File: src/hdl/clf_pkg.sv
// Shared types, codes and sizing constants for the cine loop frame index controller.
`default_nettype none

package clf_pkg;

  // Default frame memory depth and the fixed number of areas
  localparam int FRAME_SLOTS_DEF = 256;
  localparam int AREA_NUM        = 4;

  // Action codes
  localparam logic [3:0] ACT_ADD       = 4'd0;
  localparam logic [3:0] ACT_FWD       = 4'd1;
  localparam logic [3:0] ACT_BWD       = 4'd2;
  localparam logic [3:0] ACT_TRIM_L    = 4'd3;
  localparam logic [3:0] ACT_TRIM_R    = 4'd4;
  localparam logic [3:0] ACT_TRIM_RST  = 4'd5;
  localparam logic [3:0] ACT_PREPARE   = 4'd6;
  localparam logic [3:0] ACT_SELECT    = 4'd7;
  localparam logic [3:0] ACT_CLR_CUR   = 4'd8;
  localparam logic [3:0] ACT_CLR_ALL   = 4'd9;

  // Status codes
  localparam logic [1:0] ST_OK     = 2'd0;
  localparam logic [1:0] ST_EMPTY  = 2'd1;
  localparam logic [1:0] ST_REJECT = 2'd2;

  // Area split codes of the mode register
  localparam logic [1:0] MODE_ONE  = 2'd0;
  localparam logic [1:0] MODE_TWO  = 2'd1;
  localparam logic [1:0] MODE_FOUR = 2'd2;

  typedef struct packed {
    logic [3:0] action;
    logic [1:0] area;
    logic       clear_area;
  } in_beat_t;

  typedef struct packed {
    logic [1:0] status;
    logic [7:0] slot;
    logic [7:0] play_position;
    logic [8:0] frame_count;
    logic [7:0] trim_left;
    logic [7:0] trim_right;
    logic [8:0] window_length;
  } out_beat_t;

  // Controller to datapath commands
  typedef struct packed {
    logic apply;
    logic rem_start;
    logic out_load;
  } ctrl_cmd_t;

  // Datapath to controller status
  typedef struct packed {
    logic rem_busy;
    logic out_free;
  } dp_sts_t;

endpackage

`default_nettype wire

File: src/hdl/cine_loop_frame_index_controller.sv
// Top level of the cine loop frame index controller.
//
//   channel  direction  handshake            payload
//   in_      input      in_valid / in_stall    in_beat  (action, area, clear_area)
//   out_     output     out_valid / out_stall  out_beat (status .. window_length)
//   cfg_     input      cfg_we                 cfg_wdata (area_mode)
//
// One action at a time: accept, a load step, a run of the shared remainder unit that maps
// the play index onto the ring, and a result step; the unit works on SUM_W-bit values,
// SUM_W = clog2(2 * FRAME_SLOTS + 256).
// The next beat is taken while the previous result still waits in the output register.
// A stalled result holds the controller in its last state until the register frees.
// Reset (rst_n low, synchronous) empties every area, zeroes the trims and selects area 0.
`default_nettype none

module cine_loop_frame_index_controller #(
  parameter int FRAME_SLOTS = clf_pkg::FRAME_SLOTS_DEF
) (
  input  wire logic               clk,
  input  wire logic               rst_n,
  input  wire logic               in_valid,
  output logic                    in_stall,
  input  wire clf_pkg::in_beat_t  in_beat,
  output logic                    out_valid,
  input  wire logic               out_stall,
  output clf_pkg::out_beat_t      out_beat,
  input  wire logic               cfg_we,
  input  wire logic [1:0]         cfg_wdata
);
  import clf_pkg::*;

  ctrl_cmd_t cmd;
  dp_sts_t   sts;

  // Sequence each action
  clf_ctrl u_ctrl (
    .clk      (clk),
    .rst_n    (rst_n),
    .in_valid (in_valid),
    .in_stall (in_stall),
    .sts      (sts),
    .cmd      (cmd)
  );

  // Hold the ring state and build results
  clf_dp #(
    .FRAME_SLOTS (FRAME_SLOTS)
  ) u_dp (
    .clk       (clk),
    .rst_n     (rst_n),
    .cmd       (cmd),
    .sts       (sts),
    .in_beat   (in_beat),
    .cfg_we    (cfg_we),
    .cfg_wdata (cfg_wdata),
    .out_stall (out_stall),
    .out_valid (out_valid),
    .out_beat  (out_beat)
  );

endmodule

`default_nettype wire

File: src/hdl/clf_rem.sv
// Iterative remainder unit: one restoring shift-subtract step per cycle.
`default_nettype none

module clf_rem #(
  parameter int SUM_W = 10,
  parameter int DIV_W = 9
) (
  input  wire logic             clk,
  input  wire logic             rst_n,
  input  wire logic             start,
  input  wire logic [SUM_W-1:0] dividend,
  input  wire logic [DIV_W-1:0] divisor,
  output logic                  busy,
  output logic [SUM_W-1:0]      remainder
);

  localparam int CW = $clog2(SUM_W + 1);

  logic [SUM_W-1:0] q_r,   q_nxt;
  logic [SUM_W:0]   rem_r, rem_nxt;
  logic [DIV_W-1:0] d_r,   d_nxt;
  logic [CW-1:0]    cnt_r, cnt_nxt;
  logic [SUM_W:0]   trial;
  logic [SUM_W:0]   d_ext;

  assign busy      = (cnt_r != '0);
  assign remainder = rem_r[SUM_W-1:0];

  // Shift in the next dividend bit and subtract when it fits
  always_comb begin
    trial   = {rem_r[SUM_W-1:0], q_r[SUM_W-1]};
    d_ext   = (SUM_W+1)'(d_r);
    q_nxt   = q_r;
    rem_nxt = rem_r;
    d_nxt   = d_r;
    cnt_nxt = cnt_r;
    if (start) begin
      q_nxt   = dividend;
      rem_nxt = '0;
      d_nxt   = divisor;
      cnt_nxt = CW'(SUM_W);
    end else if (busy) begin
      q_nxt   = {q_r[SUM_W-2:0], 1'b0};
      rem_nxt = (trial >= d_ext) ? (trial - d_ext) : trial;
      cnt_nxt = cnt_r - 1'b1;
    end
  end

  always_ff @(posedge clk) begin
    if (!rst_n) begin
      cnt_r <= '0;
    end else begin
      cnt_r <= cnt_nxt;
    end
  end

  always_ff @(posedge clk) begin
    q_r   <= q_nxt;
    rem_r <= rem_nxt;
    d_r   <= d_nxt;
  end

endmodule

`default_nettype wire

File: src/hdl/clf_dp.sv
// Datapath: per-area ring bookkeeping, trim window, slot math and result register.
`default_nettype none

module clf_dp #(
  parameter int FRAME_SLOTS = 256
) (
  input  wire logic              clk,
  input  wire logic              rst_n,
  input  wire clf_pkg::ctrl_cmd_t cmd,
  output clf_pkg::dp_sts_t       sts,
  input  wire clf_pkg::in_beat_t in_beat,
  input  wire logic              cfg_we,
  input  wire logic [1:0]        cfg_wdata,
  input  wire logic              out_stall,
  output logic                   out_valid,
  output clf_pkg::out_beat_t     out_beat
);
  import clf_pkg::*;

  localparam int CNT_W    = $clog2(FRAME_SLOTS + 1);
  localparam int OFS_W    = $clog2(FRAME_SLOTS);
  localparam int SUM_W    = $clog2(2 * FRAME_SLOTS + 256);
  localparam int CAP_ONE  = FRAME_SLOTS;
  localparam int CAP_TWO  = FRAME_SLOTS / 2;
  localparam int CAP_FOUR = FRAME_SLOTS / 4;

  // Area is inside the configured split
  function automatic logic area_ok(logic [1:0] mode, logic [1:0] a);
    logic ok;
    ok = 1'b0;
    unique case (mode)
      MODE_ONE:  ok = (a == 2'd0);
      MODE_TWO:  ok = !a[1];
      MODE_FOUR: ok = 1'b1;
      default:   ok = 1'b0;
    endcase
    return ok;
  endfunction

  // Ring capacity of one area, zero outside the split
  function automatic logic [CNT_W-1:0] cap_of(logic [1:0] mode, logic [1:0] a);
    logic [CNT_W-1:0] c;
    c = '0;
    if (area_ok(mode, a)) begin
      unique case (mode)
        MODE_ONE:  c = CNT_W'(CAP_ONE);
        MODE_TWO:  c = CNT_W'(CAP_TWO);
        MODE_FOUR: c = CNT_W'(CAP_FOUR);
        default:   c = '0;
      endcase
    end
    return c;
  endfunction

  // First physical slot of an area
  function automatic logic [SUM_W-1:0] base_of(logic [CNT_W-1:0] cap, logic [1:0] a);
    logic [SUM_W-1:0] cx;
    logic [SUM_W-1:0] b;
    cx = SUM_W'(cap);
    b  = '0;
    unique case (a)
      2'd0:    b = '0;
      2'd1:    b = cx;
      2'd2:    b = cx << 1;
      2'd3:    b = (cx << 1) + cx;
      default: b = '0;
    endcase
    return b;
  endfunction

  logic [1:0]       mode_r,   mode_nxt;
  logic [1:0]       cur_r,    cur_nxt;
  logic [CNT_W-1:0] held_r   [AREA_NUM];
  logic [CNT_W-1:0] held_nxt [AREA_NUM];
  logic [OFS_W-1:0] old_r    [AREA_NUM];
  logic [OFS_W-1:0] old_nxt  [AREA_NUM];
  logic [7:0]       play_r   [AREA_NUM];
  logic [7:0]       play_nxt [AREA_NUM];
  logic [7:0]       wf_r,     wf_nxt;
  logic [7:0]       wl_r,     wl_nxt;
  logic             wrote_r,  wrote_nxt;
  logic             reject_r, reject_nxt;
  logic [7:0]       add_slot_r, add_slot_nxt;
  logic             out_valid_r, out_valid_nxt;
  out_beat_t        out_beat_r, out_beat_nxt;

  logic [1:0]       a;
  logic [CNT_W-1:0] n;
  logic [OFS_W-1:0] old;
  logic [7:0]       play;
  logic [CNT_W-1:0] cap;
  logic             n_nz;
  logic             cap_nz;
  logic [SUM_W-1:0] n_ext;
  logic [SUM_W-1:0] n_m1;
  logic [SUM_W-1:0] cap_ext;
  logic [SUM_W-1:0] base;
  logic [SUM_W-1:0] sum_add;
  logic [SUM_W-1:0] wrap_add;
  logic [SUM_W-1:0] add_pos;
  logic [OFS_W-1:0] old_inc;
  logic [7:0]       wl_fresh;
  logic [SUM_W-1:0] rem_div;
  logic [SUM_W-1:0] rem_val;
  logic             rem_busy;
  logic [SUM_W-1:0] slot_calc;

  // Look at the current area
  always_comb begin
    a        = cur_r;
    n        = held_r[a];
    old      = old_r[a];
    play     = play_r[a];
    cap      = cap_of(mode_r, a);
    n_nz     = (n != '0);
    cap_nz   = (cap != '0);
    n_ext    = SUM_W'(n);
    n_m1     = n_ext - 1'b1;
    cap_ext  = SUM_W'(cap);
    base     = base_of(cap, a);
    sum_add  = SUM_W'(old) + n_ext;
    wrap_add = (sum_add >= cap_ext) ? (sum_add - cap_ext) : sum_add;
    add_pos  = base + ((n < cap) ? wrap_add : SUM_W'(old));
    old_inc  = ((SUM_W'(old) + 1'b1) == cap_ext) ? '0 : (old + 1'b1);
    wl_fresh = n_nz ? n_m1[7:0] : 8'd0;
    rem_div  = SUM_W'(old) + SUM_W'(play);
  end

  // Apply a register write or one action to the bookkeeping
  always_comb begin
    mode_nxt     = mode_r;
    cur_nxt      = cur_r;
    held_nxt     = held_r;
    old_nxt      = old_r;
    play_nxt     = play_r;
    wf_nxt       = wf_r;
    wl_nxt       = wl_r;
    wrote_nxt    = wrote_r;
    reject_nxt   = reject_r;
    add_slot_nxt = add_slot_r;
    priority if (cfg_we && (cfg_wdata == MODE_ONE || cfg_wdata == MODE_TWO ||
                            cfg_wdata == MODE_FOUR)) begin
      mode_nxt = cfg_wdata;
      cur_nxt  = 2'd0;
      for (int i = 0; i < AREA_NUM; i++) begin
        held_nxt[i] = '0;
        old_nxt[i]  = '0;
        play_nxt[i] = '0;
      end
    end else if (cmd.apply) begin
      wrote_nxt  = 1'b0;
      reject_nxt = 1'b0;
      unique case (in_beat.action)
        ACT_ADD: begin
          if (cap_nz) begin
            wrote_nxt    = 1'b1;
            add_slot_nxt = add_pos[7:0];
            if (n < cap) begin
              held_nxt[a] = n + 1'b1;
            end else begin
              old_nxt[a] = old_inc;
            end
          end
        end
        ACT_FWD: begin
          if (n_nz) begin
            play_nxt[a] = (play < wl_r) ? (play + 8'd1) : wf_r;
          end
        end
        ACT_BWD: begin
          if (n_nz) begin
            play_nxt[a] = (play > wf_r) ? (play - 8'd1) : wl_r;
          end
        end
        ACT_TRIM_L: begin
          if (n_nz) begin
            wf_nxt = play;
          end
        end
        ACT_TRIM_R: begin
          if (n_nz && play > wf_r) begin
            wl_nxt = play;
          end
        end
        ACT_TRIM_RST: begin
          wf_nxt = 8'd0;
          wl_nxt = wl_fresh;
        end
        ACT_PREPARE: begin
          wf_nxt      = 8'd0;
          wl_nxt      = wl_fresh;
          play_nxt[a] = wl_fresh;
        end
        ACT_SELECT: begin
          if (!area_ok(mode_r, in_beat.area)) begin
            reject_nxt = 1'b1;
          end else begin
            cur_nxt = in_beat.area;
            if (in_beat.clear_area) begin
              held_nxt[in_beat.area] = '0;
              old_nxt[in_beat.area]  = '0;
            end
          end
        end
        ACT_CLR_CUR: begin
          held_nxt[a] = '0;
          old_nxt[a]  = '0;
          play_nxt[a] = '0;
          wf_nxt      = 8'd0;
          wl_nxt      = 8'd0;
        end
        ACT_CLR_ALL: begin
          for (int i = 0; i < AREA_NUM; i++) begin
            held_nxt[i] = '0;
            old_nxt[i]  = '0;
            play_nxt[i] = '0;
          end
        end
        default: begin
          wrote_nxt = 1'b0;
        end
      endcase
    end
  end

  // Ring position of the play index, reduced modulo the area capacity
  clf_rem #(
    .SUM_W (SUM_W),
    .DIV_W (CNT_W)
  ) u_rem (
    .clk       (clk),
    .rst_n     (rst_n),
    .start     (cmd.rem_start),
    .dividend  (rem_div),
    .divisor   (cap),
    .busy      (rem_busy),
    .remainder (rem_val)
  );

  // Build the result beat and hold it until taken
  always_comb begin
    slot_calc = base + rem_val;
    out_beat_nxt = out_beat_r;
    out_valid_nxt = out_valid_r;
    if (out_valid_r && !out_stall) begin
      out_valid_nxt = 1'b0;
    end
    if (cmd.out_load) begin
      out_valid_nxt              = 1'b1;
      out_beat_nxt.status        = reject_r ? ST_REJECT : (n_nz ? ST_OK : ST_EMPTY);
      out_beat_nxt.slot          = wrote_r ? add_slot_r :
                                   ((n_nz && cap_nz) ? slot_calc[7:0] : 8'd0);
      out_beat_nxt.play_position = play;
      out_beat_nxt.frame_count   = n_ext[8:0];
      out_beat_nxt.trim_left     = wf_r;
      out_beat_nxt.trim_right    = wl_r;
      out_beat_nxt.window_length = (wl_r >= wf_r) ?
                                   ({1'b0, wl_r} - {1'b0, wf_r} + 9'd1) : 9'd0;
    end
  end

  assign sts.rem_busy = rem_busy;
  assign sts.out_free = !out_valid_r || !out_stall;
  assign out_valid    = out_valid_r;
  assign out_beat     = out_beat_r;

  always_ff @(posedge clk) begin
    if (!rst_n) begin
      mode_r      <= MODE_ONE;
      cur_r       <= 2'd0;
      wf_r        <= 8'd0;
      wl_r        <= 8'd0;
      wrote_r     <= 1'b0;
      reject_r    <= 1'b0;
      out_valid_r <= 1'b0;
      for (int i = 0; i < AREA_NUM; i++) begin
        held_r[i] <= '0;
        old_r[i]  <= '0;
        play_r[i] <= '0;
      end
    end else begin
      mode_r      <= mode_nxt;
      cur_r       <= cur_nxt;
      wf_r        <= wf_nxt;
      wl_r        <= wl_nxt;
      wrote_r     <= wrote_nxt;
      reject_r    <= reject_nxt;
      out_valid_r <= out_valid_nxt;
      held_r      <= held_nxt;
      old_r       <= old_nxt;
      play_r      <= play_nxt;
    end
  end

  always_ff @(posedge clk) begin
    add_slot_r <= add_slot_nxt;
    out_beat_r <= out_beat_nxt;
  end

endmodule

`default_nettype wire

File: src/hdl/clf_ctrl.sv
// Controller: sequences accept, remainder run and result load for one action.
`default_nettype none

module clf_ctrl (
  input  wire logic              clk,
  input  wire logic              rst_n,
  input  wire logic              in_valid,
  output logic                   in_stall,
  input  wire clf_pkg::dp_sts_t  sts,
  output clf_pkg::ctrl_cmd_t     cmd
);
  import clf_pkg::*;

  typedef enum logic [3:0] {
    S_IDLE = 4'b0001,
    S_LOAD = 4'b0010,
    S_DIV  = 4'b0100,
    S_DONE = 4'b1000
  } state_t;

  state_t state_r, state_nxt;

  // Step through one action
  always_comb begin
    state_nxt     = state_r;
    cmd.apply     = 1'b0;
    cmd.rem_start = 1'b0;
    cmd.out_load  = 1'b0;
    in_stall      = 1'b1;
    unique case (state_r)
      S_IDLE: begin
        in_stall = 1'b0;
        if (in_valid) begin
          cmd.apply = 1'b1;
          state_nxt = S_LOAD;
        end
      end
      S_LOAD: begin
        cmd.rem_start = 1'b1;
        state_nxt     = S_DIV;
      end
      S_DIV: begin
        if (!sts.rem_busy) begin
          state_nxt = S_DONE;
        end
      end
      S_DONE: begin
        if (sts.out_free) begin
          cmd.out_load = 1'b1;
          state_nxt    = S_IDLE;
        end
      end
      default: begin
        state_nxt = S_IDLE;
      end
    endcase
  end

  always_ff @(posedge clk) begin
    if (!rst_n) begin
      state_r <= S_IDLE;
    end else begin
      state_r <= state_nxt;
    end
  end

endmodule

`default_nettype wire

File: config.mk
export PLATFORM = sky130hd
export DESIGN_NAME = cine_loop_frame_index_controller
export DESIGN_NICKNAME = d
export VERILOG_FILES = /design/src/hdl/clf_pkg.sv /design/src/hdl/cine_loop_frame_index_controller.sv /design/src/hdl/clf_rem.sv /design/src/hdl/clf_dp.sv /design/src/hdl/clf_ctrl.sv
export SDC_FILE = /design/constraint.sdc
export NUM_CORES = 1
export LEC_CHECK = 0
export ABC_AREA = 1
export BUFFER_PORTS_ARGS = -buffer_cell sky130_fd_sc_hd__buf_4
export CAP_MARGIN = 20
export CORE_MARGIN = 2
export CORE_UTILIZATION = 45
export DETAILED_ROUTE_END_ITERATION = 16
export GPL_TIMING_DRIVEN = 0
export HOLD_SLACK_MARGIN = 0.12
export SLEW_MARGIN = 20
export SYNTH_ARGS = -nofsm -noshare
export SYNTH_HDL_FRONTEND = slang
export SYNTH_HIERARCHICAL = 1
export SYNTH_SLANG_ARGS = --single-unit
File: constraint.sdc
create_clock -name clk -period 4.8 [get_ports clk]
set_input_delay 0.72 -clock clk [delete_from_list [all_inputs] [get_ports clk]]
set_output_delay 0.72 -clock clk [all_outputs]
set_load 0.1 [all_outputs]
==> Word level (Yosys, flattened, before mapping) <==
Cells that the tools add are included.
{ "classes": {"magnitude_cmp": 10, "bitwise": 13, "n_addsub": 16, "n_eq_ne": 33, "mux": 77, "reduce_logical": 40} }
{ "ops": {"columns": ["cell", "n"], "rows": [
  ["two-way mux 32 bit", 6],
  ["one-hot mux 32 bit (5 select lines)", 1],
  ["two-way mux 36 bit", 4],
  ["one-hot mux 36 bit (4 select lines)", 1],
  ["bitwise mux 32 bit", 4],
  ["two-way mux 8 bit", 16],
  ["one-hot mux 32 bit (4 select lines)", 1],
  ["AND 32 bit", 3],
  ["AND 36 bit", 2],
  ["inverter 36 bit", 2],
  ["inverter 32 bit", 2],
  ["two-way mux 9 bit", 5],
  ["bitwise mux 36 bit", 1],
  ["demux 9 bit (select 2 bit)", 2],
  ["binary-select mux 8 bit (select 2 bit)", 2],
  ["demux 8 bit (select 2 bit)", 2],
  ["one-hot mux 8 bit (4 select lines)", 1],
  ["two-way mux 10 bit", 3],
  ["one-hot mux 9 bit (3 select lines)", 1],
  ["adder 8 bit", 3],
  ["one-hot mux 8 bit (3 select lines)", 1],
  ["equality test 4 x 3 -> 1 bit, second input constant", 5],
  ["two-way mux 4 bit", 5],
  ["adder 9 x 1 -> 9 bit, second input constant", 2],
  ["other kinds (48)", 114]
]} }
{ "totals": {"ff_bits": 220, "output_inout_bits": 54} }

==> Logic depth before layout (Yosys ltp) <==
Gate-level depths: netlist (run 1).
{ "depth": {"ltp_word": 11, "ltp_mapped": 34, "mapped_depth_nobuf": 32} }

==> By module <==
The synthesis (run 1) kept the hierarchy.
{ "by_module_without_submodules": {"columns": ["module", "n_inst", "area_each_um2", "seq_area_each_um2", "cells_per_inst"], "rows": [
  ["clf_dp", 1, 12901.1, 4264.1, 1902],
  ["clf_rem", 1, 1921.8, 850.8, 235],
  ["clf_ctrl", 1, 230.2, 80.1, 37]
]} }

==> Least setup slack after synthesis (run 1) <==
OpenSTA, ideal clock, no wires.
{ "synth_timing": {"kind": "reg-to-reg", "startpoint": "register u_dp.cur_r[1] (netlist: u_dp/a[1])", "endpoint": "register u_dp.add_slot_r[7], data pin", "required_ns": 4.551, "path_buffers": 3, "setup_ns": 0.249, "slack_ns": 0.545, "path_stages_with_launch": 35, "arrival_time_ns": 4.006, "period_less_slack_ns": 4.255, "cell_sequence": "dfxtp_1 > buf_6 > nor2_4 > buf_6 > buf_6 > nand2_1 > o21ai_1 > nor2_4 > inv_1 > ha_1 > inv_1 > fa_1 > nand3b_1 > nand2_1 > nand2_1 > nand2_1 > a21oi_1 > xor2_1 > ha_1 > nand4_1 > nor2_1 > nand2_1 > nor2_1 > nand2_1 > nand2_1 > nand2_1 > nand3_1 > nand2_1 > a31o_2 > ha_1 > xor2_1 > inv_1 > nand3_1 > nand2_1 > inv_1"} }
{ "synth_via": {"elab_chain_len": 9, "elab_cells_between_ends": 23} }
{ "synth_rtl": {"columns": ["item", "line_no", "source"], "rows": [
  ["start, declared", "clf_dp.sv:72", "logic [1:0] cur_r, cur_nxt;"],
  ["start signal, assigned", "clf_dp.sv:283", "cur_r <= cur_nxt;"],
  ["inverter 2 -> 3 bit (not written as such) *", "clf_dp.sv:111", "n = held_r[a];"],
  ["binary-select mux 9 bit (select 2 bit) *", "clf_dp.sv:111", null],
  ["two-way mux 9 bit (not written as such) * (2 in a row)", "clf_dp.sv:111", null],
  ["net u_dp.n[0]", "clf_dp.sv:88", "logic [CNT_W-1:0] n;"],
  ["adder 8 x 9 -> 10 bit", "clf_dp.sv:121", "sum_add = SUM_W'(old) + n_ext;"],
  ["subtractor 8 bit / greater-or-equal comparator 10 x 9 -> 1 bit (equally long branches)", "clf_dp.sv:122", "wrap_add = (sum_add >= cap_ext) ? (sum_add - cap_ext) : sum_add;"],
  ["two-way mux 8 bit", "clf_dp.sv:122", null],
  ["two-way mux 8 bit *", "clf_dp.sv:123", "add_pos = base + ((n < cap) ? wrap_add : SUM_W'(old));"],
  ["adder 8 bit *", "clf_dp.sv:123", null],
  ["net u_dp.add_pos[7]", "clf_dp.sv:100", "logic [SUM_W-1:0] add_pos;"],
  ["end signal, assigned", "clf_dp.sv:296", "add_slot_r <= add_slot_nxt;"],
  ["end, declared", "clf_dp.sv:83", "logic [7:0] add_slot_r, add_slot_nxt;"]
]} }
The timed path passes the listed nets; every way through them passes the cells marked *. The select of a mux whose other input is x is not followed.
A chain may end at the register's enable or synchronous reset.

==> Worst setup path in the final report (run 1) <==
{ "layout_timing": {"startpoint": "register u_dp.cur_r[1] (netlist: u_dp/a[1])", "endpoint": "register u_dp.add_slot_r[7], data pin"} }
{ "layout_via": {"elab_chain_len": 9, "elab_cells_between_ends": 23} }
{ "layout_rtl": {"columns": ["item", "line_no"], "rows": [
  ["inverter 2 -> 3 bit (not written as such)", "clf_dp.sv:111, clf_dp.sv:112"],
  ["binary-select mux 8 bit (select 2 bit) / binary-select mux 9 bit (select 2 bit) (equally long branches)", "clf_dp.sv:112, clf_dp.sv:111"],
  ["two-way mux 8 bit (not written as such) / two-way mux 9 bit (equally long branches) (2 in a row)", "clf_dp.sv:112, clf_dp.sv:111"],
  ["adder 8 x 9 -> 10 bit", "clf_dp.sv:121"],
  ["subtractor 8 bit / greater-or-equal comparator 10 x 9 -> 1 bit (equally long branches)", "clf_dp.sv:122"],
  ["two-way mux 8 bit", "clf_dp.sv:122"],
  ["two-way mux 8 bit", "clf_dp.sv:123"],
  ["adder 8 bit *", "clf_dp.sv:123"],
  ["net u_dp.add_pos[7]", "clf_dp.sv:100"]
]} }
Marks and branches as above.

==> results of run 1 <==
placed cells by master (no fill, tap or decap), types with 12 or more instances in the layout:
cell type	netlist	layout
nor2_1	215	214
nand2_1	572	570
o21ai_0	122	120
nand4_1	12	12
clkbuf_16	0	27
nand3_1	224	222
xor2_1	21	19
inv_1	235	232
buf_4	9	104
a21oi_1	141	139
nor3_1	13	13
dfxtp_1	141	140
ha_1	71	69
edfxtp_1	79	79
o21ai_1	50	50
clkbuf_1	37	41
nor2_2	18	15
inv_2	16	16
nand2_2	15	16
nor2_4	16	20
or2_2	16	16
synth_stat cells, types with 4 or more instances:
library cell and n:
nand3b_1 8, buf_6 10, o22ai_1 6, a32oi_1 8, or2_2 16, inv_2 16
nand3_2 9, nor2_2 18, a31oi_1 10, clkbuf_1 37, buf_4 9, o211ai_1 7
dfxtp_1 141, a211oi_1 4, o21ai_0 122, nand2_1 572, ha_1 71, o32ai_1 10
o21ai_1 50, xnor2_1 9, nand4_1 12, buf_2 12, nand2_2 15, a21oi_1 141
nor2_4 16, nor3_1 13, edfxtp_1 79, fa_1 8, xor2_1 21, inv_1 235
nor2_1 215, nand3_1 224, clkinv_1 9
where the power goes:
part	total (uW)	internal [uW]	switching [uW]
logic	1540	493	1050
clock network	2170	1330	838
registers	2160	2080	82.5
cell type report:
cell class	count	area [um^2]	area share (%)
plain buffers	71	432	2.47
clock buffers	34	722	4.13
multi-input cells	1627	8620	49.3
repair buffers	98	758	4.34
clock inverters	14	211	1.21
well taps	442	553	3.16
flip-flops and latches	220	5200	29.7
inverters	262	1000	5.72
kinds of logic (layout without fill, tap and decap cells):
logic type / after synthesis / after routing / synth area share [%]
AO/OA/AOI/OAI: 379 / 379 / 13.9
XOR/XNOR: 31 / 31 / 1.85
adder cells (fa/ha/maj): 79 / 79 / 6.97
buffers and inverters: 333 / 479 / 9.16
flip-flops: 220 / 220 / 34.5
other: 1 / 7 / 0.0249
AND/OR/NAND/NOR: 1131 / 1131 / 33.6
metrics by stage:
step                total power [uW]  cell area, um^2  worst slack (ns)  hold WS [ns]
detailed placement              3690            16200            -0.160         0.439
global route                    6180            17500           -0.0380         0.470
finish                          5870            17500             0.225         0.449
global placement                3680            16100            -0.115         0.417
CTS                             5870            17100           0.00708         0.458
floorplan                       3280            15100             0.545         0.408
worst reg2reg max path: cells and delay by family, from the launching register on:
kind | cells | cell delay, ns
flip-flops | 1 | 0.32
XOR/XNOR | 2 | 0.34
AND/OR/NAND/NOR | 17 | 1.55
buffers and inverters | 6 | 0.88
AO/OA/AOI/OAI | 2 | 0.32
adder cells (fa/ha/maj) | 3 | 0.91
worst paths after layout:
check | slack, ns | cells past startpoint | end | startpoint
hold reg to reg | 0.45 | 0 | u_dp/out_beat[21]$_DFFE_PP_ | u_dp/wf_r[4]$_SDFFE_PN0P_
hold / removal | 0.45 | 0 | u_dp/out_beat[21]$_DFFE_PP_ | u_dp/wf_r[4]$_SDFFE_PN0P_
setup reg to reg | 0.23 | 30 | u_dp/add_slot_r[7]$_DFFE_PP_ | u_dp/a[1]$_SDFFE_PP0P_
setup / recovery | 0.23 | 30 | u_dp/add_slot_r[7]$_DFFE_PP_ | u_dp/a[1]$_SDFFE_PP0P_
repair_timing:
| item | CTS | global route |
|---|---|---|
| pin swaps | 1 | 9 |
| hold endpoints to repair | 0 | 0 |
| gates cloned | 0 | 1 |
| gates resized for setup | 4 | 39 |
| setup buffers | 2 | 27 |
| setup endpoints to repair | 1 | 2 |
| hold buffers | 0 | 0 |
routing by layer:
metal | GRT usage, % | share of wire, %
met1 | 41.1 | 45
met2 | 44.4 | 42
met3 | 5.12 | 9.5
met4 | 10.9 | 3.6
met5 | 0 | 0
==> results.cfg, run 1 <==
[clock_network]
clk_path_buf_depth = 3
root_buffer = clkbuf_16
cts_buffers = 27
cts_tree = built
cts.sink_count = 220
clock_latency_ns = 0.55
clk_pin_slew_worst_paths_ns = 0.06
cts_max_level = 1

[pwr]
peakVddDrop_uv = 306
total_leakage_power_uw = 0.00791
p_per_area_nw_per_um2 = 336

[timing]
drv_slew = 0
timing.fmax_mhz = 219
worst_pin_slew_ns = 0.955
skew_ns = 0.0167
max_slew_margin_pct = 36.1
tns_ns = 0
fin_crit_ns = 4.57
fin_crit_sh_pct = 95.3
hold_viol = 0
finalSetupViolations = 0

[synthesis]
ys_ff_latch = 220
syn_inst = 2174
synth_ff_type = dfxtp_1
avgSynthCellArea_um2 = 6.92
yosys.area.top_type = dfxtp_1
synth-edff-count = 79
ys_seq_area_share_pct = 34.5
synth_top_area_share_pct = 18.8
async_reset_ff_share_pct = 0
synth_area_leaders = dfxtp_1 (19%), edfxtp_1 (16%), nand2_1 (14%), nand3_1 (7.4%), ha_1 (5.9%)
syn_area_um2 = 15100
ys_types = 56
yosys_warnings = 6

[setup_path]
crit_type = reg2reg
start_kind = register
path_common_cell = nand2_1
endpoint_kind = register
worst-path-buf-inv = 6
cp.required_ns = 5.10
critical-path-max-stage-delay_ns = 0.40
arrival_ns = 4.88
cp_slowest_cell = fa_2
cp_top_family = simple AND/OR/NAND/NOR gates
cp_max_fo = 10

[global_routing]
overflow = 0
grt_pass1_wl_um = 80000
antenna_found_initial = 0
grt_pass1_vias = 13900
grt_start_max_net_pins = 31
grt_usage_pct = 29.1

[route]
ant_nets = 0
drtIter0Drc = 1627
drt-pass1-iter-count = 6
wl_um = 52200
vias = 15400
via_per_inst = 5.56
drc = 0
wl_per_cell_um = 18.9

[layout]
final_util_pct = 53.5
nets = 2400
antennaDiodeCount = 0
nFillCells = 3259
area_growth_pct = 16.2
layout-drive-gt1-share_pct = 13.1
fin_cells = 2768

[floorplan]
core_um2 = 32700
die_w_um = 187
start_util_pct = 46.0
rows = 66
ioPinCount = 68
die-area_um2 = 34900
die_h_um = 187

[placement]
gp_congestion = 0.996
hpwlAfterDp_um = 38500
io_buffers = 67
post-place-cells = 2690

[flow_run]
maxCapViolations = 0

[min_path]
hold_class = reg2reg

[run_status]
run_status = finished, final reports clean
No activity file was read; power rests on OpenSTA's default activity.
==> inputs of run 2 (changes only) <==
--- a/config.mk
+++ b/config.mk
@@ -13,8 +13,8 @@
 export DETAILED_ROUTE_END_ITERATION = 16
 export GPL_TIMING_DRIVEN = 0
 export HOLD_SLACK_MARGIN = 0.12
+export SKIP_LAST_GASP = 1
 export SLEW_MARGIN = 20
 export SYNTH_ARGS = -nofsm -noshare
 export SYNTH_HDL_FRONTEND = slang
-export SYNTH_HIERARCHICAL = 1
 export SYNTH_SLANG_ARGS = --single-unit
==> run 2 against run 1 <==
  * Largest cell class unchanged
  * Clock power hardly changed
  * Combinational power is 31% lower
  * Flip-flop and latch count is 6 lower
  * Worst hold slack worse by 0.0058 ns
  * Critical path type unchanged
  * Global-route usage is 0.42 points lower
==> results.cfg, run 2 <==
[run_status]
run_status = finished, final reports clean

[synthesis]
syn_area_um2 = 14000
async_reset_ff_share_pct = 0
synth_top_area_share_pct = 20.2
avgSynthCellArea_um2 = 6.72
ys_seq_area_share_pct = 35.9
synth_area_leaders = dfxtp_1 (20%), nand2_1 (17%), edfxtp_1 (16%), inv_1 (6.8%), nor2_1 (5.8%)
ys_ff_latch = 214
yosys_warnings = 0
synth_nets = 2164
syn_inst = 2078
ys_types = 49
synth_ff_type = dfxtp_1
ys_top_cells_by_count = nand2_1 (619), inv_1 (253), nor2_1 (214), nand3_1 (154), a21oi_1 (148)
yosys.area.top_type = dfxtp_1
synth-edff-count = 73
synth_most_common_cell = nand2_1

[route]
ant_nets = 0
wl_um = 48400
wl_per_cell_um = 18.5
drtIter0Drc = 1581
vias = 14500
drt-pass1-iter-count = 6
drc = 0
via_per_inst = 5.54

[floorplan]
core_um2 = 30600
die-area_um2 = 32400
die_w_um = 180
rows = 64
ioPinCount = 68
die_h_um = 180
start_util_pct = 45.6

[min_path]
hold_class = reg2reg

[placement]
place_area_um2 = 15000
io_buffers = 67
place_ws_ns = -0.625
post-place-cells = 2543
gp_congestion = 0.955
hpwlAfterDp_um = 36000

[clock_network]
clk_pin_slew_worst_paths_ns = 0.07
clock_latency_ns = 0.54
cts_buffers = 26
cts.sink_count = 214
cts_tree = built
root_buffer = clkbuf_16
clk_path_buf_depth = 3
cts_max_level = 1

[global_routing]
overflow = 0
grt_pass1_wl_um = 74300
antenna_found_initial = 0
grt_usage_pct = 28.7
grt_pass1_vias = 13200
grt_start_max_net_pins = 26

[timing]
drv_slew = 0
worst_pin_slew_ns = 0.976
max_slew_margin_pct = 34.7
fin_crit_sh_pct = 94.8
skew_ns = 0.0121
fin_ws_ns = 0.247
finalSetupViolations = 0
fin_crit_ns = 4.55
hold_viol = 0
timing.fmax_mhz = 220
whs_ns = 0.443

[layout]
nets = 2285
layout-drive-gt1-share_pct = 11.1
fin_cells = 2615
antennaDiodeCount = 0
area_growth_pct = 17.4
final_cell_mix = nand2_1 (612), inv_1 (246), nor2_1 (210), nand3_1 (154), a21oi_1 (145)
final_common_cell = nand2_1
final_util_pct = 53.6
fin_area_um2 = 16400
nFillCells = 3067

[setup_path]
arrival_ns = 4.84
cp.required_ns = 5.09
path_common_cell = nand2_1
cp_max_fo = 10
start_kind = register
cp_top_family = simple AND/OR/NAND/NOR gates
crit_type = reg2reg
critical-path-max-stage-delay_ns = 0.39
endpoint_kind = register
cp_slowest_cell = dfxtp_4
worst-path-buf-inv = 6

[pwr]
p_clk_share_pct = 40.8
power_switching_uw = 1670
total_leakage_power_uw = 0.00746
p_sw_share_pct = 31.5
p_int_uw = 3630
peakVddDrop_uv = 274
seqPwrFrac_pct = 39.0
p_per_area_nw_per_um2 = 324
p_comb_share_pct = 20.2

[flow_run]
maxCapViolations = 0
run 2: cell count changes after synthesis, sizes merged, moves of 21 or more:
cell	delta
nor3	+22
nand3	-78
nand2	+39
inv	+21
nor2	-25
o21ai	-36
run 2: power by group through the flow:
stage                     registers (uW)  clock network [uW]  logic (uW)
after global placement              2100                   0        1010
after CTS                           2070                2200        1040
after detailed placement            2110                   0        1030
after global routing                2080                2270        1190
after floorplan                     2090                   0         717
final                               2070                2160        1070
run 2: logic make-up after synthesis:
logic type / synth area share (%)
simple gates: 31.7
compound gates: 14.5
buf+inv: 9.39
flops: 35.9
fa+ha+maj: 6.89
xor+xnor: 1.57
run 2: metal layers:
layer  global-route usage [%]  wire length (um)  vias up
li1                         -                 -     7026
met1                     41.2             21800     6767
met2                     44.7             21000      606
met3                     4.04              4200       95
met4                     8.81              1400        0
met5                        0                 0        -
run 2: timing repair:
item / in CTS / in global routing
hold buffers: 0 / 0
setup endpoints to repair: 2 / 2
resized for setup: 23 / 49
setup buffers: 3 / 21
cloned: 0 / 0
pin swaps: 3 / 13
run 2: layout make-up:
| class | instances | area [um^2] | area share (%) |
|---|---|---|---|
| flip-flops and latches | 214 | 5020 | 30.7 |
| well taps | 396 | 495 | 3.02 |
| repair buffers | 93 | 763 | 4.66 |
| clock buffers | 31 | 701 | 4.28 |
| plain buffers | 60 | 342 | 2.09 |
| multi-input cells | 1527 | 7760 | 47.4 |
| inverters | 277 | 1060 | 6.45 |
| clock inverters | 17 | 236 | 1.44 |
run 2: worst paths after layout:
kind / start / to / slack, ns / cells past startpoint
worst max-delay path: u_dp.a[0]$_SDFFE_PP0P_ / u_dp.add_slot_r[7]$_DFFE_PP_ / 0.25 / 32
worst min-delay path: u_dp.wf_r[2]$_SDFFE_PN0P_ / u_dp.out_beat[19]$_DFFE_PP_ / 0.44 / 0
worst max register to register: u_dp.a[0]$_SDFFE_PP0P_ / u_dp.add_slot_r[7]$_DFFE_PP_ / 0.25 / 32
worst min register to register: u_dp.wf_r[2]$_SDFFE_PN0P_ / u_dp.out_beat[19]$_DFFE_PP_ / 0.44 / 0
run 2: metrics by stage:
| step | setup TNS [ns] | power [uW] |
|---|---|---|
| 2_1_floorplan | 0 | 2810 |
| 3_3_place_gp | -6.49 | 3110 |
| 3_5_place_dp | -0.919 | 3140 |
| 4_1_cts | 0 | 5300 |
| 5_1_grt | -0.0768 | 5540 |
| 6_report | 0 | 5300 |
==> inputs of run 3 (changes only) <==
--- a/config.mk
+++ b/config.mk
@@ -10,6 +10,7 @@
 export CAP_MARGIN = 20
 export CORE_MARGIN = 2
 export CORE_UTILIZATION = 45
+export CTS_BUF_LIST = sky130_fd_sc_hd__clkbuf_4 sky130_fd_sc_hd__clkbuf_8
 export DETAILED_ROUTE_END_ITERATION = 16
 export GPL_TIMING_DRIVEN = 0
 export HOLD_SLACK_MARGIN = 0.12
==> constraint.sdc (replaced) <==
create_clock -name clk -period 4.8 [get_ports clk]
set_input_delay 0.72 -clock clk [delete_from_list [all_inputs] [get_ports clk]]
set_output_delay 0.72 -clock clk [all_outputs]
set_load 0.005 [all_outputs]
==> run 3 against run 2 <==
  * Via count is 0.77% higher
  * Clock skew is 0.015 ns higher
  * Sequential share of layout area is 0.26 points higher
  * Register-to-register slack worse by 0.02 ns
  * Setup slack worse by 0.022 ns
  * Combinational power hardly changed
  * Clock power is 15% lower
  * Largest cell class unchanged
==> results.cfg, run 3 (synthesis results as in run 2) <==
[layout]
area_growth_pct = 16.4
layout-drive-gt1-share_pct = 12.1
final_cell_mix = nand2_1 (611), inv_1 (247), nor2_1 (210), nand3_1 (154), a21oi_1 (145)
nFillCells = 3095
antennaDiodeCount = 0
final_common_cell = nand2_1
fin_cells = 2638
multi_input_area_um2 = 7770
seqCellArea_um2 = 5020
nets = 2298

[global_routing]
grt_pass1_vias = 13400
grt_usage_pct = 28.8
grt_start_max_net_pins = 26
antenna_found_initial = 0
overflow = 0
grt_pass1_wl_um = 74300

[timing]
timing.fmax_mhz = 219
worst_pin_slew_ns = 0.984
hold_viol = 0
tns_ns = 0
skew_ns = 0.0271
finalSetupViolations = 0
fin_crit_sh_pct = 95.3
drv_slew = 0
fin_crit_ns = 4.57
max_slew_margin_pct = 34.2

[clock_network]
root_buffer = clkbuf_8
cts_tree = built
cts_buffers = 40
cts_hold_buffers = 0
cts.sink_count = 214
clk_pin_slew_worst_paths_ns = 0.07
cts_max_level = 2
clk_path_buf_depth = 3
clock_latency_ns = 0.56

[setup_path]
start_kind = register
path_common_cell = nand2_1
cp_slowest_cell = dfxtp_4
critical-path-max-stage-delay_ns = 0.40
arrival_ns = 4.87
endpoint_kind = register
cp.required_ns = 5.10
r2r_slack_ns = 0.23
cp_max_fo = 10
r2r_cells = 31
reg2reg_from = u_dp.a[0]$_SDFFE_PP0P_
crit_type = reg2reg
r2r-end = u_dp.add_slot_r[7]$_DFFE_PP_

[route]
drc = 0
vias = 14600
wl_um = 48300
drtIter0Drc = 1353
ant_nets = 0
wl_per_cell_um = 18.3
via_per_inst = 5.54
drt-pass1-iter-count = 5

[placement]
gp_congestion = 0.955
hpwlAfterDp_um = 36000
io_buffers = 67
post-place-cells = 2543

[flow_run]
maxCapViolations = 0

[floorplan]
die-area_um2 = 32400
die_w_um = 180
die_h_um = 180
ioPinCount = 68
start_util_pct = 45.6
rows = 64
core_um2 = 30600

[pwr]
peakVddDrop_uv = 201
total_leakage_power_uw = 0.00744
p_per_area_nw_per_um2 = 305
power_uw = 4960

[min_path]
min_path_cells = 0
whs_endpoint = u_dp.out_beat[19]$_DFFE_PP_
hp-start = u_dp.wf_r[2]$_SDFFE_PN0P_
hold_class = reg2reg

[run_status]
run_status = finished, final reports clean
-- run 3: changes by cell type in the layout (fill, tap and decap cells not counted), sizes merged --
cell / delta
inv: -1
clkbuf: +29
bufinv: -5
clkinvlp: -2
clkinv: +2
-- run 3: layer usage --
layer	up-vias	wire [um]	share of wire (%)	GRT usage, %
met5	-	0	0	0
met4	0	1580	3.3	10.5
met3	106	3930	8.1	4.53
met2	616	20900	43	44.3
met1	6835	21900	45	40.9
li1	7048	-	-	-
-- run 3: what timing repair did --
action	in CTS	in global routing
pin swaps	2	10
cloned	0	0
setup endpoints to repair	2	2
buffers inserted	1	23
resized for setup	24	47
-- run 3: power breakdown --
group / switching (uW) / total [uW] / internal, uW
Combinational: 759 / 1060 / 300
Clock: 815 / 1830 / 1010
Sequential: 57.0 / 2070 / 2010
Total: 1630 / 4960 / 3330
-- run 3: critical path, delay by kind of cell, from the launching register on --
family | cells | cell delay (ns)
AOI/OAI and AO/OA | 4 | 0.56
xor gates and xnor gates | 2 | 0.41
adders and majority gates | 4 | 1.06
buffers and inverters | 5 | 0.58
DFF | 1 | 0.40
and+or+nand+nor | 16 | 1.30
-- run 3: stage by stage --
step	util [%]	worst slack, ns	area [um^2]	hold WS (ns)
floorplan	-	0.433	14000	0.408
global placement	48.9	-0.575	15000	0.414
detailed placement	49.1	-0.625	15000	0.428
CTS	52.0	0.0145	15900	0.441
global route	53.1	-0.0669	16200	0.457
finish	53.1	0.225	16200	0.441
-- run 3: cell type report --
class | instances | area share [%]
Inverter | 277 | 6.50
Timing Repair Buffer | 93 | 4.62
Multi-Input combinational cell | 1527 | 47.8
Sequential cell | 214 | 30.9
Clock buffer | 61 | 4.67
Clock inverter | 11 | 0.385
Tap cell | 396 | 3.05
Buffer | 59 | 2.00
-- run 3: worst max-delay path by stage --
stage                      startpoint                            to  slack [ns]  cells after the start
3_3_place_gp   u_dp.a[0]$_SDFFE_PP0P_  u_dp.add_slot_r[7]$_DFFE_PP_       -0.58                     31
2_1_floorplan  u_dp.a[0]$_SDFFE_PP0P_  u_dp.add_slot_r[7]$_DFFE_PP_        0.43                     32
4_1_cts        u_dp.a[0]$_SDFFE_PP0P_  u_dp.add_slot_r[7]$_DFFE_PP_        0.01                     30
3_5_place_dp   u_dp.a[0]$_SDFFE_PP0P_  u_dp.add_slot_r[7]$_DFFE_PP_       -0.63                     31
6_report       u_dp.a[0]$_SDFFE_PP0P_  u_dp.add_slot_r[7]$_DFFE_PP_        0.23                     31
5_1_grt        u_dp.a[0]$_SDFFE_PP0P_  u_dp.add_slot_r[7]$_DFFE_PP_       -0.07                     31
